$ cat src/hw/rtl/fftss_pkg.sv
// Shared types, constants and twiddle math for the radix-2 FFT unit
`timescale 1ns / 1ps
package fftss_pkg;

  localparam int FQ_DEPTH = 4;
  localparam int OQ_DEPTH = 2;

  localparam longint unsigned Q30_ONE     = 64'd1073741824;
  localparam longint unsigned HALF_PI_Q30 = 64'd1686629713;

  // Taylor term divisors: (2k-1)(2k) for cosine, (2k)(2k+1) for sine
  localparam longint unsigned TC_DIV [1:9] = '{2, 12, 30, 56, 90, 132, 182, 240, 306};
  localparam longint unsigned TS_DIV [1:9] = '{6, 20, 42, 72, 110, 156, 210, 272, 342};

  typedef struct packed {
    logic               is_read;
    logic signed [15:0] re;
    logic signed [15:0] im;
  } item_t;

  typedef struct packed {
    logic signed [23:0] re;
    logic signed [23:0] im;
    logic [23:0]        mag;
    logic               last;
    logic               err;
  } result_t;

  function automatic logic [23:0] sat24(input logic signed [63:0] v);
    logic [23:0] r;
    if (v > 64'sd8388607) r = 24'h7FFFFF;
    else if (v < -64'sd8388608) r = 24'h800000;
    else r = v[23:0];
    return r;
  endfunction

  // Round a Q30 value to the twiddle scale 2^(tb-2), clamped to [0, 1]
  function automatic longint to_tw(input longint v, input int tb);
    longint x;
    longint unsigned u;
    x = v;
    if (x < 0) x = 0;
    if (x > longint'(Q30_ONE)) x = longint'(Q30_ONE);
    u = longint'(x) + (64'd1 << (31 - tb));
    return longint'(u >> (32 - tb));
  endfunction

  // Twiddle for a 32-bit phase; returns {wr, wi} as two 32-bit words
  function automatic logic [63:0] tw_calc(input logic [31:0] p, input int tb);
    longint unsigned r, x, x2, tc, ts;
    longint c, s, cv, sv, wr, wi;
    logic [1:0] q;
    q  = p[31:30];
    r  = {34'd0, p[29:0]};
    x  = (r * HALF_PI_Q30) >> 30;
    x2 = (x * x) >> 30;
    tc = Q30_ONE;
    ts = x;
    c  = longint'(Q30_ONE);
    s  = longint'(x);
    for (int k = 1; k <= 9; k++) begin
      tc = ((tc * x2) >> 30) / TC_DIV[k];
      ts = ((ts * x2) >> 30) / TS_DIV[k];
      if (k % 2 == 1) begin
        c = c - longint'(tc);
        s = s - longint'(ts);
      end else begin
        c = c + longint'(tc);
        s = s + longint'(ts);
      end
    end
    cv = to_tw(c, tb);
    sv = to_tw(s, tb);
    unique case (q)
      2'd0: begin wr = cv;  wi = sv;  end
      2'd1: begin wr = -sv; wi = cv;  end
      2'd2: begin wr = -cv; wi = -sv; end
      default: begin wr = sv; wi = -cv; end
    endcase
    return {wr[31:0], wi[31:0]};
  endfunction

endpackage

$ cat src/hw/rtl/fftss_front.sv
// Input word queue and opcode decode
`timescale 1ns / 1ps
module fftss_front import fftss_pkg::*; (
  input  logic               clk,
  input  logic               rst_n,
  input  logic               in_push,
  output logic               in_full,
  input  logic               in_opcode,
  input  logic signed [15:0] in_sample_re,
  input  logic signed [15:0] in_sample_im,
  output item_t              item,
  output logic               item_valid,
  input  logic               item_pop
);

  localparam int PW = $clog2(FQ_DEPTH);

  item_t         q_r [FQ_DEPTH];
  logic [PW-1:0] wp_r, rp_r;
  logic [PW:0]   cnt_r;
  logic          push_ok, pop_ok;

  assign in_full    = (cnt_r == (PW+1)'(FQ_DEPTH));
  assign item_valid = (cnt_r != '0);
  assign item       = q_r[rp_r];
  assign push_ok    = in_push && !in_full;
  assign pop_ok     = item_pop && item_valid;

  always_ff @(posedge clk) begin
    if (push_ok) begin
      q_r[wp_r].is_read <= in_opcode;
      q_r[wp_r].re      <= in_sample_re;
      q_r[wp_r].im      <= in_sample_im;
    end
  end

  always_ff @(posedge clk) begin
    if (!rst_n) begin
      wp_r  <= '0;
      rp_r  <= '0;
      cnt_r <= '0;
    end else begin
      if (push_ok) wp_r <= wp_r + PW'(1);
      if (pop_ok)  rp_r <= rp_r + PW'(1);
      if (push_ok && !pop_ok)      cnt_r <= cnt_r + (PW+1)'(1);
      else if (pop_ok && !push_ok) cnt_r <= cnt_r - (PW+1)'(1);
    end
  end

endmodule

$ cat config.mk
export PLATFORM = sky130hd
export DESIGN_NAME = fftss_front
export DESIGN_NICKNAME = d
export VERILOG_FILES = /design/src/hw/rtl/fftss_pkg.sv /design/src/hw/rtl/fftss_front.sv
export SDC_FILE = /design/constraint.sdc
export NUM_CORES = 1
export LEC_CHECK = 0
export BUFFER_PORTS_ARGS = -buffer_cell sky130_fd_sc_hd__buf_2
export CORE_ASPECT_RATIO = 0.5
export CORE_UTILIZATION = 45
export CTS_CLUSTER_DIAMETER = 60
export CTS_CLUSTER_SIZE = 14
export DETAILED_ROUTE_END_ITERATION = 16
export PLACE_DENSITY = 0.69
export REMOVE_ABC_BUFFERS = 1
export SLEW_MARGIN = 20
export SYNTH_ARGS = -nofsm -noshare
export SYNTH_HDL_FRONTEND = slang
export SYNTH_SLANG_ARGS = --single-unit
$ cat constraint.sdc
create_clock -name clk -period 3.05 [get_ports clk]
set_clock_uncertainty 0.2 [all_clocks]
set_input_delay 0.4575 -clock clk [delete_from_list [all_inputs] [get_ports clk]]
set_output_delay 0.4575 -clock clk [all_outputs]
set_load 0.03 [all_outputs]
==> results of run 1 <==
worst max-delay path by stage:
stage / endpoint / slack (ns)
2_1_floorplan: item[18] / 0.07
3_3_place_gp: cnt_r[2]$_SDFFE_PN0P_ / 0.78
3_5_place_dp: cnt_r[2]$_SDFFE_PN0P_ / 0.63
4_1_cts: item[25] / 0.39
5_1_grt: item[27] / 0.32
6_report: item[25] / 0.44
registers in the layout, indices dropped and copies added, names as in the netlist, named ones only:
signal and count:
q_r 132, rp_r 2, wp_r 2, cnt_r 3
worst max-delay path: stages (launching register included):
cell     delay [ns]
dfxtp_2        0.59
buf_12         0.22
mux4_2         0.51
buf_2          0.19
report_power, final:
| group | internal, mW | switching [mW] | leakage (nW) |
|---|---|---|---|
| clock network | 1.22 | 0.804 | 0.273 |
| registers | 2.35 | 0.113 | 1.28 |
| logic | 0.645 | 0.915 | 0.660 |
| total | 4.22 | 1.83 | 2.22 |
routing by layer:
layer  up-vias  GRT usage  routed length [um]
met5         -          0                   0
met1      1244      0.190                3750
li1       1100          -                   -
met3        10     0.0551                 398
met4         0     0.0706                 110
met2        50      0.271                4580
logic make-up after synthesis:
logic type | share of synthesized area
flip-flops | 0.782
AND/OR/NAND/NOR | 0.0194
AO/OA/AOI/OAI | 0.00637
buffers and inverters | 0.0220
XOR/XNOR | 0.00661
adder cells (fa/ha/maj) | 0.0156
multiplexers | 0.148
cell type report:
cell class	count	area share
multi-input cells	67	0.161
clock inverters	15	0.0250
inverters	3	0.00174
well taps	159	0.0308
flip-flops and latches	141	0.641
repair buffers	79	0.0739
clock buffers	17	0.0658
through the flow:
stage / power [mW] / utilization / hold WS, ns / cell area [um2]
2_1_floorplan: 3.59 / - / 0.268 / 5190
3_3_place_gp: 4.05 / 0.524 / 0.277 / 5880
3_5_place_dp: 4.09 / 0.524 / 0.304 / 5880
4_1_cts: 6.11 / 0.576 / 0.0439 / 6460
5_1_grt: 6.28 / 0.576 / 0.0445 / 6460
6_report: 6.05 / 0.576 / 0.0600 / 6460
cell usage in the layout (no fill, tap or decap), types with 4 or more instances in the layout:
cell type	n
and2_2	4
clkbuf_16	17
dfxtp_1	8
and2_1	4
buf_2	71
edfxtp_1	132
ha_1	5
nand2_1	4
clkinvlp_4	5
mux4_2	30
inv_6	5
buf_12	5
==> impl_metrics.toml, run 1 <==
[min_path]
min_path_cells = 1
hp-class = "input pin to flop"
hold_path_end = "q_r[0][17]$_DFFE_PP_"
min_from = "in_sample_re[1]"

[synthesis]
synthArstFlopShare = 0
syn_inst = 221
synth_most_common_cell = "edfxtp_1"
synthDistinctLibCells = 23
yosys.area.top_type = "edfxtp_1"
ys_warn_count = 0
avgSynthCellArea_um2 = 24.0
synth_area_leaders = "edfxtp_1, mux4_2, dfxtp_1, mux4_1, ha_1"
synthFlopType = "edfxtp_1"
synth.cell_area_mm2 = 0.00530
synth_seq_cells = 141
synth_top_area_frac = 0.748
synth_edf_count = 132
yosysSeqAreaShare = 0.782
synthTopCellsByCount = "edfxtp_1, mux4_2, dfxtp_1, and2_1, ha_1"

[route]
detail_route.iter0.violations = 111
drcViolationCount = 0
dr.pass1.iters = 4
routed_wl_mm = 8.84
num_vias = 2404
postRouteAntennaNets = 0
wl_per_cell_um = 18.4
vias_per_cell = 5.00

[worst_setup_path]
r2r_setup_slack_ns = 0.64
startpoint_type = "flop"
r2r-end = "cnt_r[2]$_SDFFE_PN0P_"
crit_fanout = 13
worst_setup_path_end_kind = "output port"
reg2regPathDepth = 9
worstReg2RegStart = "cnt_r[0]$_SDFFE_PN0P_"
critPathRequiredTime_ns = 2.39
cp.arrival_ns = 1.95
path_class = "flop to output port"

[clocking]
clk_pin_slew_ns = 0.06
ctsLongestPathBuffers = 2
h-tree-depth = 4
numCtsBuffers = 17
cts_num_sinks = 141
cts_setup_buffers = 0
clock_latency_ns = 0.41
root_buffer = "clkbuf_16"
cts_resized = 0
cts_tree = "done"
ctsHoldBuffers = 0

[cells_and_area]
seq_area_mm2 = 0.00415
fin_nets = 352
n_fill_cell = 823
fin_cells = 481
drive_above_1_share = 0.457
n_antenna_cell = 0
multi_input_area_mm2 = 0.00104
area_delta_synth_final_pct = 22.0

[floorplan]
coreArea_mm2 = 0.0112
fp.dieH_um = 78.7
rows = 27
num_io_pins = 72
die-width_um = 155
initial_core_util = 0.472
die-area_mm2 = 0.0122

[outcome]
run_status = "finished clean"

[placement]
io_buffers = 71
pre_cts_slack_ns = 0.632
gp_congestion = 0.644
post-dp-hpwl_mm = 5.63
place_inst = 449

[flow_run]
drv_cap = 0

[timing]
finalHoldViolCount = 0
rsz0062_at_grt = "no"
finalSetupViolations = 0
fin_ws_ns = 0.445
setup_tns_ns = 0
slew_headroom = 0.669
maxSlewViolCount = 0
period_needed_ns = 2.61
tightest_slew_ns = 0.497
max_freq_mhz = 384
fin_crit_sh = 0.854

[global_routing]
grt_pass1_vias = 2692
grt_overflow = 0
grt_start_max_net_pins = 34
antenna_found_initial = 0
grt_usage = 0.161
grt_first_pass_wirelength_mm = 14.0

[power_and_ir_drop]
leakage_nw = 2.22
vdd_drop_max_mv = 0.469
p_per_area_mw_per_mm2 = 935
No activity file was read; power rests on OpenSTA's default activity.
==> inputs of run 2 (changes only) <==
--- a/config.mk
+++ b/config.mk
@@ -7,11 +7,11 @@
 export LEC_CHECK = 0
 export BUFFER_PORTS_ARGS = -buffer_cell sky130_fd_sc_hd__buf_2
 export CORE_ASPECT_RATIO = 0.5
-export CORE_UTILIZATION = 45
+export CORE_UTILIZATION = 44
 export CTS_CLUSTER_DIAMETER = 60
 export CTS_CLUSTER_SIZE = 14
 export DETAILED_ROUTE_END_ITERATION = 16
-export PLACE_DENSITY = 0.69
+export PLACE_DENSITY = 0.68
 export REMOVE_ABC_BUFFERS = 1
 export SLEW_MARGIN = 20
 export SYNTH_ARGS = -nofsm -noshare
==> run 2 against run 1 <==
  * Sequential cell count stayed put
  * Register-to-register slack worse by 0.23 ns
  * Non-clock buffer count is 1 higher
  * Design area is 0.41% higher
  * Combinational power hardly changed
  * Cell count is 0.21% higher
  * Hold slack better by 0.0010 ns
  * First-iteration DRC count is 5.4% higher
  * Largest cell class unchanged
  * Largest power group unchanged
==> impl_metrics.toml, run 2 (synthesized netlist as in run 1, its figures left out) <==
[outcome]
run_status = "finished clean"

[clocking]
numCtsBuffers = 17
cts_resized = 0
cts_num_sinks = 141
clock_latency_ns = 0.41
ctsHoldBuffers = 0
clk_pin_slew_ns = 0.06
cts_tree = "done"
root_buffer = "clkbuf_16"
h-tree-depth = 4
cts_setup_buffers = 0
ctsLongestPathBuffers = 2

[route]
vias_per_cell = 5.02
wl_per_cell_um = 18.0
detail_route.iter0.violations = 117
drcViolationCount = 0
dr.pass1.iters = 4
routed_wl_mm = 8.69
postRouteAntennaNets = 0
num_vias = 2422

[placement]
pre_cts_slack_ns = 0.418
post-dp-hpwl_mm = 5.53
io_buffers = 71
gp_congestion = 0.686
place_inst = 450
placed_area_mm2 = 0.00584

[floorplan]
coreArea_mm2 = 0.0114
initial_core_util = 0.467
num_io_pins = 72
fp.dieH_um = 79.6
die-area_mm2 = 0.0125
die-width_um = 157
rows = 27

[timing]
period_needed_ns = 2.64
tightest_slew_ns = 0.595
setup_tns_ns = 0
fin_crit_sh = 0.865
timing.hold.ws_ns = 0.0611
finalHoldViolCount = 0
finalSetupViolations = 0
fin_ws_ns = 0.410
max_freq_mhz = 379
slew_headroom = 0.603
maxSlewViolCount = 0
rsz0062_at_grt = "no"

[cells_and_area]
layout_commonest_cell = "edfxtp_1"
n_fill_cell = 828
area_delta_synth_final_pct = 22.5
n_antenna_cell = 0
drive_above_1_share = 0.449
largest_reg_flops = 132
regMostFlops = "q_r"
fin_nets = 353
layout_common_cells = "edfxtp_1, buf_2, mux4_2, clkbuf_16, buf_4"
fin_cells = 482
largest_registers = "q_r: 132 flops, cnt_r: 3 flops"
design_area_mm2 = 0.00649
final_util = 0.572

[global_routing]
grt_start_max_net_pins = 34
antenna_found_initial = 0
grt_usage = 0.155
grt_first_pass_wirelength_mm = 13.6
grt_pass1_vias = 2583
grt_overflow = 0

[worst_setup_path]
worst_setup_path_end_kind = "flop"
critPathRequiredTime_ns = 3.18
crit_fanout = 7
cp.arrival_ns = 2.77
startpoint_type = "flop"
path_class = "flop to flop"
r2r_setup_slack_ns = 0.41

[flow_run]
drv_cap = 0

[power_and_ir_drop]
finalPower_mw = 6.22
leakage_nw = 2.24
p_per_area_mw_per_mm2 = 959
vdd_drop_max_mv = 0.465

[min_path]
hp-class = "input pin to flop"
## run 2: worst paths after layout
| check | from | to | cells after the start |
|---|---|---|---|
| setup / recovery | cnt_r[1]$_SDFFE_PN0P_ | cnt_r[2]$_SDFFE_PN0P_ | 8 |
| hold / removal | in_sample_re[0] | q_r[0][16]$_DFFE_PP_ | 1 |
| hold reg to reg | wp_r[1]$_SDFFE_PN0P_ | wp_r[1]$_SDFFE_PN0P_ | 2 |
| setup reg to reg | cnt_r[1]$_SDFFE_PN0P_ | cnt_r[2]$_SDFFE_PN0P_ | 8 |
## run 2: power by group
part           switching, mW  leakage [nW]  internal (mW)  total [mW]
logic                  0.936         0.652          0.607        1.54
registers             0.0785          1.28           2.36        2.44
clock network          0.721         0.302           1.53        2.25
total                   1.74          2.24           4.49        6.22
## run 2: critical path, stage by stage (launching register included)
cell,delay (ns)
dfxtp_1,0.47
nor3b_2,0.09
nor2b_1,0.46
ha_1,0.27
inv_1,0.06
fa_1,0.37
xor2_1,0.16
or3_1,0.30
a21boi_0,0.18
## run 2: area by class of cell
class	count	area [um2]	share of cell area
well taps	159	199	0.0307
multi-input cells	67	1040	0.161
clock buffers	20	437	0.0673
inverters	3	11.3	0.00174
flip-flops and latches	141	4150	0.639
clock inverters	12	218	0.0335
repair buffers	80	435	0.0671
## run 2: metal layers
layer	global-route usage	up-vias	wire length, um
li1	-	1105	-
met1	0.182	1239	3520
met2	0.256	69	4470
met3	0.0668	9	601
met4	0.0583	0	102
met5	0	-	0
