$ cat src/hw/rtl/fftss_pkg.sv
// Shared types, constants and twiddle math for the radix-2 FFT unit
`timescale 1ns / 1ps
package fftss_pkg;

  localparam int FQ_DEPTH = 4;
  localparam int OQ_DEPTH = 2;

  localparam longint unsigned Q30_ONE     = 64'd1073741824;
  localparam longint unsigned HALF_PI_Q30 = 64'd1686629713;

  // Taylor term divisors: (2k-1)(2k) for cosine, (2k)(2k+1) for sine
  localparam longint unsigned TC_DIV [1:9] = '{2, 12, 30, 56, 90, 132, 182, 240, 306};
  localparam longint unsigned TS_DIV [1:9] = '{6, 20, 42, 72, 110, 156, 210, 272, 342};

  typedef struct packed {
    logic               is_read;
    logic signed [15:0] re;
    logic signed [15:0] im;
  } item_t;

  typedef struct packed {
    logic signed [23:0] re;
    logic signed [23:0] im;
    logic [23:0]        mag;
    logic               last;
    logic               err;
  } result_t;

  function automatic logic [23:0] sat24(input logic signed [63:0] v);
    logic [23:0] r;
    if (v > 64'sd8388607) r = 24'h7FFFFF;
    else if (v < -64'sd8388608) r = 24'h800000;
    else r = v[23:0];
    return r;
  endfunction

  // Round a Q30 value to the twiddle scale 2^(tb-2), clamped to [0, 1]
  function automatic longint to_tw(input longint v, input int tb);
    longint x;
    longint unsigned u;
    x = v;
    if (x < 0) x = 0;
    if (x > longint'(Q30_ONE)) x = longint'(Q30_ONE);
    u = longint'(x) + (64'd1 << (31 - tb));
    return longint'(u >> (32 - tb));
  endfunction

  // Twiddle for a 32-bit phase; returns {wr, wi} as two 32-bit words
  function automatic logic [63:0] tw_calc(input logic [31:0] p, input int tb);
    longint unsigned r, x, x2, tc, ts;
    longint c, s, cv, sv, wr, wi;
    logic [1:0] q;
    q  = p[31:30];
    r  = {34'd0, p[29:0]};
    x  = (r * HALF_PI_Q30) >> 30;
    x2 = (x * x) >> 30;
    tc = Q30_ONE;
    ts = x;
    c  = longint'(Q30_ONE);
    s  = longint'(x);
    for (int k = 1; k <= 9; k++) begin
      tc = ((tc * x2) >> 30) / TC_DIV[k];
      ts = ((ts * x2) >> 30) / TS_DIV[k];
      if (k % 2 == 1) begin
        c = c - longint'(tc);
        s = s - longint'(ts);
      end else begin
        c = c + longint'(tc);
        s = s + longint'(ts);
      end
    end
    cv = to_tw(c, tb);
    sv = to_tw(s, tb);
    unique case (q)
      2'd0: begin wr = cv;  wi = sv;  end
      2'd1: begin wr = -sv; wi = cv;  end
      2'd2: begin wr = -cv; wi = -sv; end
      default: begin wr = sv; wi = -cv; end
    endcase
    return {wr[31:0], wi[31:0]};
  endfunction

endpackage

$ cat src/hw/rtl/fftss_outq.sv
// Result word queue toward the output port
`timescale 1ns / 1ps
module fftss_outq import fftss_pkg::*; (
  input  logic    clk,
  input  logic    rst_n,
  input  result_t res,
  input  logic    res_push,
  output logic    res_full,
  output result_t head,
  output logic    out_empty,
  input  logic    out_pop
);

  localparam int PW = $clog2(OQ_DEPTH);

  result_t       q_r [OQ_DEPTH];
  logic [PW-1:0] wp_r, rp_r;
  logic [PW:0]   cnt_r;
  logic          push_ok, pop_ok;

  assign res_full  = (cnt_r == (PW+1)'(OQ_DEPTH));
  assign out_empty = (cnt_r == '0);
  assign head      = q_r[rp_r];
  assign push_ok   = res_push && !res_full;
  assign pop_ok    = out_pop && !out_empty;

  always_ff @(posedge clk) begin
    if (push_ok) q_r[wp_r] <= res;
  end

  always_ff @(posedge clk) begin
    if (!rst_n) begin
      wp_r  <= '0;
      rp_r  <= '0;
      cnt_r <= '0;
    end else begin
      if (push_ok) wp_r <= wp_r + PW'(1);
      if (pop_ok)  rp_r <= rp_r + PW'(1);
      if (push_ok && !pop_ok)      cnt_r <= cnt_r + (PW+1)'(1);
      else if (pop_ok && !push_ok) cnt_r <= cnt_r - (PW+1)'(1);
    end
  end

endmodule

$ cat config.mk
export PLATFORM = sky130hd
export DESIGN_NAME = fftss_outq
export DESIGN_NICKNAME = d
export VERILOG_FILES = /design/src/hw/rtl/fftss_pkg.sv /design/src/hw/rtl/fftss_outq.sv
export SDC_FILE = /design/constraint.sdc
export NUM_CORES = 1
export LEC_CHECK = 0
export CORE_ASPECT_RATIO = 1.75
export CORE_MARGIN = 5
export CORE_UTILIZATION = 35
export CTS_CLUSTER_SIZE = 10
export DETAILED_ROUTE_END_ITERATION = 7
export DONT_BUFFER_PORTS = 1
export GPL_TIMING_DRIVEN = 0
export SKIP_CTS_REPAIR_TIMING = 1
export SLEW_MARGIN = 20
export SYNTH_ARGS = -nofsm -noshare
export SYNTH_HDL_FRONTEND = slang
export SYNTH_SLANG_ARGS = --single-unit
export TNS_END_PERCENT = 1
$ cat constraint.sdc
create_clock -name clk -period 12.2 [get_ports clk]
set_input_delay 2.44 -clock clk [delete_from_list [all_inputs] [get_ports clk]]
set_output_delay 2.44 -clock clk [all_outputs]
set_load 0.05 [all_outputs]
==> out/results.txt, run 1 <==
TritonCTS clock tree: done
reg2reg end: q_r[0][16]$_DFFE_PP_
vias per cell: 4.95
power density cells: 265 nW/um2
hold slack final: 0.544 ns
setup slack, reg-to-reg: 10.09 ns
DIE HEIGHT: 177 um
std cell rows: 61
ANT nets after route: 0
synthesis warning total: 0
fmax: 239 MHz
static leakage power: 2.10 nW
total via count in the routed design: 2,388
maximum number of pins on one net before global-route repair: 39
class of the worst hold path: flop to flop
Max rail drop VDD: 0.131 mV
Sum Neg Setup Slack: 0 ns
Die ar.: 18,600 um2
gate count after technology mapping: 255
Mapped Nets: 334
final-stage net count: 359
number of primary I/O pins: 154
count of cell types in the netlist: 21
clock latency at the later pin of the worst-skew pair: 0.40 ns
worst setup skew after layout: 0.00790 ns
TritonCTS Buffers: 17
outcome: finished clean
CTS HTree Levels: 4
critical path class: flop to output port
root buffer selected by CTS: sky130_fd_sc_hd__clkbuf_16
Slew HR: 39.1%
diode count: 0
wire length of the first global-routing pass: 15,400 um
number of slew-limit violations in the final report: 0
Total GRT Usage: 11.2%
final setup violating endpoints: 0
Final GP Congestion: 0.705
CP endpoint kind: output port
Die W: 105 um
Initial Utilization: 35.2%
antenna violations before repair: 0
area of the core region: 15,800 um2
Worst R2R Start: cnt_r[0]$_SDFFE_PN0P_
number of input and output port buffers inserted: 0
register area share after synthesis: 81.6%
routed length per instance: 21.6 um
post-detailed-route DRC marker count: 0
CP arrival: 1.75 ns
netlist area before placement: 5570 um2
fraction of layout cells with a size suffix above 1: 40.6%
Max clock buf depth: 2
number of optimization iterations in the first detailed-route pass: 4
clock sink count: 153
Yosys reg bits: 153
Worst-path clk slew: 0.06 ns
Detailed Route Iter0 Violations: 98
startpoint types: flop
Req. time, crit path: 9.76 ns
startpoint of the most critical hold path: cnt_r[1]$_SDFFE_PN0P_
area overhead of the layout relative to synthesis: 16.0%
via count of the first global-routing pass: 2,637
overall overflow remaining after global route: 0
post-layout min period: 4.19 ns
synthesized area divided by synthesized cell count: 21.8 um2
transition time at the pin with the least slew margin: 0.910 ns
post-detailed-routing wire length: 10,400 um
final critical-path share of the clock period: 34.3%
worst r2r path cells: 6
final hold violation count: 0
MaxCap Viol Count: 0
unrepaired setup endpoints after global routing: false
Final HPWL DP: 7530 um
endpoint of the worst setup timing path: head[30]
Max FO, Critical Path: 10
layout make-up:
| type | instances | area, um2 |
|---|---|---|
| fillers | 1375 | 9340 |
| flip-flops and latches | 153 | 4540 |
| multi-input cells | 92 | 971 |
| clock buffers | 18 | 429 |
| well taps | 189 | 236 |
| clock inverters | 14 | 121 |
| repair buffers | 6 | 95.1 |
| plain buffers | 8 | 55.1 |
| inverters | 2 | 7.51 |
worst max-delay path: stages, from the launching register on:
cell                      delay [ns]
sky130_fd_sc_hd__dfxtp_1        0.32
sky130_fd_sc_hd__buf_2          0.28
sky130_fd_sc_hd__buf_4          0.25
sky130_fd_sc_hd__mux2_2         0.50
synthesized netlist by cell type, drive strengths merged:
| cell | count | share of area [%] |
|---|---|---|
| and3 | 1 | 0.11 |
| o21a | 1 | 0.13 |
| o21ai | 2 | 0.18 |
| xnor2 | 2 | 0.31 |
| ha | 1 | 0.22 |
| edfxtp | 148 | 80 |
| xor2 | 1 | 0.16 |
| dfxtp | 5 | 1.8 |
| or3 | 1 | 0.11 |
| nor2 | 2 | 0.13 |
| nand2b | 1 | 0.11 |
| buf | 8 | 0.99 |
| nor3 | 1 | 0.18 |
| a21boi | 2 | 0.27 |
| mux2 | 74 | 15 |
| and2 | 3 | 0.34 |
| inv | 2 | 0.13 |
kinds of logic (layout without fill, tap and decap cells):
kind of cell             count (synthesis)  in the layout  synth area share (%)
adder cells (fa/ha/maj)                  1              1                 0.225
AO/OA/AOI/OAI                            5              5                 0.584
multiplexers                            74             74                  15.0
buffers and inverters                   10             48                  1.12
flip-flops                             153            153                  81.6
XOR/XNOR                                 3              3                 0.472
AND/OR/NAND/NOR                          9              9                 0.989
cells in the final DEF, fill, tap and decap left out, types with 2 or more instances in the layout:
cell                           n
sky130_fd_sc_hd__and2_1        3
sky130_fd_sc_hd__buf_2         2
sky130_fd_sc_hd__buf_4         6
sky130_fd_sc_hd__buf_8         5
sky130_fd_sc_hd__clkbuf_16    17
sky130_fd_sc_hd__clkinv_1      3
sky130_fd_sc_hd__clkinv_4      2
sky130_fd_sc_hd__clkinvlp_4    3
sky130_fd_sc_hd__dfxtp_1       5
sky130_fd_sc_hd__edfxtp_1    148
sky130_fd_sc_hd__inv_6         4
sky130_fd_sc_hd__mux2_2       74
sky130_fd_sc_hd__nor2_1        2
sky130_fd_sc_hd__xnor2_1       2
state kept, by name, indices dropped and copies added, names as in the netlist, named ones only:
| register | count |
|---|---|
| wp_r | 1 |
| q_r | 148 |
| cnt_r | 2 |
| rp_r | 1 |
stage by stage:
step	cell area, um2	power [mW]	setup slack, ns	util [%]	cells
after floorplan	5570	1.18	6.30	-	255
after global placement	5800	1.24	4.86	36.7	444
after detailed placement	5910	1.25	8.31	37.4	450
after CTS	6460	1.74	7.95	40.9	482
after global routing	6460	1.78	7.91	40.9	482
final	6460	1.71	8.01	40.9	482
worst min-delay path by stage:
| stage | endpoint | slack [ns] | cells after the start |
|---|---|---|---|
| floorplan | cnt_r[1]$_SDFFE_PN0P_ | 0.48 | 2 |
| global placement | cnt_r[1]$_SDFFE_PN0P_ | 0.51 | 2 |
| detailed placement | cnt_r[1]$_SDFFE_PN0P_ | 0.53 | 2 |
| CTS | cnt_r[1]$_SDFFE_PN0P_ | 0.55 | 2 |
| global route | cnt_r[1]$_SDFFE_PN0P_ | 0.59 | 2 |
| finish | cnt_r[1]$_SDFFE_PN0P_ | 0.54 | 2 |
where the power goes:
part           total [mW]  leakage (nW)  switching (mW)  internal, mW
clock network       0.481         0.260           0.200         0.281
registers           0.678          1.42          0.0177         0.660
logic               0.555         0.417           0.428         0.127
total                1.71          2.10           0.645          1.07
per-layer routing:
layer | vias up | wire, um | GRT usage [%]
li1 | 1057 | - | -
met1 | 1234 | 3150 | 9.82
met2 | 86 | 6220 | 21.3
met3 | 11 | 799 | 4.56
met4 | 0 | 228 | 5.64
met5 | - | 0 | 0
(Power assumes the default switching activity.)
==> inputs of run 2 (changes only) <==
==> constraint.sdc (replaced) <==
create_clock -name clk -period 3.9 [get_ports clk]
set_input_delay 0.78 -clock clk [delete_from_list [all_inputs] [get_ports clk]]
set_output_delay 0.78 -clock clk [all_outputs]
set_load 0.05 [all_outputs]
==> out/results.txt, run 2 (synthesized netlist as in run 1, its figures left out) <==
outcome: finished clean (unchanged)
unrepaired setup endpoints after global routing: false (unchanged)
Combinational Power Share: 32.3% (was 32.4%)
cell-by-cell listing of the critical path: buf_2 -> buf_4 -> mux2_2 (unchanged)
maximum number of pins on one net before global-route repair: 44 (was 39)
static leakage power: 2.13 nW (was 2.10 nW)
diode count: 0 (unchanged)
CP arrival: 1.76 ns (was 1.75 ns)
Req. time, crit path: 3.12 ns (was 9.76 ns)
area overhead of the layout relative to synthesis: 16.5% (was 16.0%)
final-stage net count: 360 (was 359)
final hold violation count: 0 (unchanged)
power density cells: 833 nW/um2 (was 265 nW/um2)
max reg flops: 148 (unchanged)
post-detailed-routing wire length: 10,500 um (was 10,400 um)
std cell rows: 61 (unchanged)
number of slew-limit violations in the final report: 0 (unchanged)
class of the worst hold path: input port to flop (was flop to flop)
switching share of power: 37.1% (was 37.7%)
startpoint of the most critical hold path: res[61] (was cnt_r[1]$_SDFFE_PN0P_)
ANT nets after route: 0 (unchanged)
fmax: 393 MHz
Detailed Route Iter0 Violations: 93 (was 98)
Die ar.: 18,600 um2 (unchanged)
Die W: 105 um (unchanged)
Max FO, Critical Path: 10 (unchanged)
most common cell after layout, fill and taps aside: sky130_fd_sc_hd__edfxtp_1 (unchanged)
Slew HR: 39.4% (was 39.1%)
part of the power in the clock network: 28.4% (was 28.1%)
Final HPWL DP: 7390 um (was 7530 um)
vias per cell: 4.80 (was 4.95)
via count of the first global-routing pass: 2,663 (was 2,637)
root buffer selected by CTS: sky130_fd_sc_hd__clkbuf_16 (unchanged)
final critical-path share of the clock period: 65.2%
startpoint types: flop (unchanged)
critical path class: flop to output port (unchanged)
Max rail drop VDD: 0.458 mV (was 0.131 mV)
transition time at the pin with the least slew margin: 0.905 ns (was 0.910 ns)
number of input and output port buffers inserted: 0 (unchanged)
post-layout utilization of the core: 41.0% (was 40.9%)
CTS HTree Levels: 4 (unchanged)
CP endpoint kind: output port (unchanged)
post-layout min period: 2.54 ns
total via count in the routed design: 2,316 (was 2,388)
crit path max-delay cell type: sky130_fd_sc_hd__mux2_2 (unchanged)
fraction of power consumed by sequential logic: 39.2% (was 39.6%)
antenna violations before repair: 0 (unchanged)
Internal Pwr Total: 3.40 mW (was 1.07 mW)
area of the core region: 15,800 um2 (unchanged)
wire length of the first global-routing pass: 15,400 um (about the same)
Largest Register: q_r (unchanged)
worst setup skew after layout: 0.00730 ns (was 0.00790 ns)
Initial Utilization: 35.2% (unchanged)
Layout fillers: 1,368 (was 1,375)
Worst R2R Start: cnt_r[0]$_SDFFE_PN0P_ (unchanged)
overall overflow remaining after global route: 0 (unchanged)
Post-Place Setup Slack: 1.73 ns (was 8.31 ns)
final setup violating endpoints: 0 (unchanged)
post-detailed-route DRC marker count: 0 (unchanged)
largest registers: q_r x148, cnt_r x2 (unchanged)
Total GRT Usage: 11.4% (was 11.2%)
MaxCap Viol Count: 0 (unchanged)
Worst-path clk slew: 0.06 ns (about the same)
commonest non-fill, non-tap cells in the layout: sky130_fd_sc_hd__edfxtp_1, sky130_fd_sc_hd__mux2_2, sky130_fd_sc_hd__clkbuf_16, sky130_fd_sc_hd__buf_4, sky130_fd_sc_hd__clkinv_2 (was sky130_fd_sc_hd__edfxtp_1, sky130_fd_sc_hd__mux2_2, sky130_fd_sc_hd__clkbuf_16, sky130_fd_sc_hd__buf_4)
switching power total: 2.00 mW (was 645 uW)
smallest setup slack after layout: 1.36 ns (was 8.01 ns)
clock sink count: 153 (unchanged)
Max clock buf depth: 2 (unchanged)
clock latency at the later pin of the worst-skew pair: 0.40 ns (about the same)
number of primary I/O pins: 154 (unchanged)
number of optimization iterations in the first detailed-route pass: 4 (unchanged)
largest stage delay on the critical path: 0.49 ns (was 0.50 ns)
DIE HEIGHT: 177 um (unchanged)
Final GP Congestion: 0.686 (was 0.705)
TritonCTS Buffers: 17 (unchanged)
routed length per instance: 21.8 um (was 21.6 um)
TritonCTS clock tree: done (unchanged)
hold slack final: 0.468 ns (was 0.544 ns)
fraction of layout cells with a size suffix above 1: 41.3% (was 40.6%)
-- run 2: final cells by class --
cell class              count  area (um2)  area share, %
flip-flops and latches    153        4540           70.1
multi-input cells          92         971           15.0
clock buffers              17         425           6.56
well taps                 189         236           3.65
clock inverters            14         131           2.03
repair buffers              7         114           1.76
plain buffers               8        55.1          0.849
inverters                   2        7.51          0.116
-- run 2: metrics by stage --
step	setup TNS, ns	std cells	total power, mW	area [um2]
6_report	0	482	5.40	6480
4_1_cts	0	482	5.49	6480
2_1_floorplan	0	255	3.67	5570
3_3_place_gp	-12.69	444	3.87	5810
5_1_grt	0	482	5.61	6480
3_5_place_dp	0	451	3.93	5930
-- run 2: routing by layer --
metal / share of wire, % / GRT usage (%) / up-vias
li1: - / - / 1054
met1: 32 / 10.3 / 1165
met2: 58 / 21.2 / 86
met3: 7.6 / 4.78 / 11
met4: 2.2 / 5.86 / 0
met5: 0 / 0 / -
-- run 2: path summary, 6_finish.rpt --
kind / end / slack, ns / cells after the start
worst min-delay path: q_r[1][61]$_DFFE_PP_ / 0.47 / 0
worst max register to register: q_r[0][55]$_DFFE_PP_ / 2.05 / 6
worst min register to register: cnt_r[1]$_SDFFE_PN0P_ / 0.53 / 2
worst max-delay path: head[28] / 1.36 / 3
-- run 2: critical path, delay by kind of cell (launching register included) --
family                 cells  cell delay (ns)
muxes                      1             0.49
buffers and inverters      2             0.54
DFF                        1             0.31
-- run 2: power groups by stage --
| stage | clock network [mW] | logic (mW) | registers [mW] |
|---|---|---|---|
| 4_1_cts | 1.58 | 1.78 | 2.12 |
| 6_report | 1.54 | 1.75 | 2.12 |
| 3_3_place_gp | 0 | 1.71 | 2.17 |
| 5_1_grt | 1.65 | 1.82 | 2.14 |
| 3_5_place_dp | 0 | 1.78 | 2.15 |
| 2_1_floorplan | 0 | 1.52 | 2.15 |
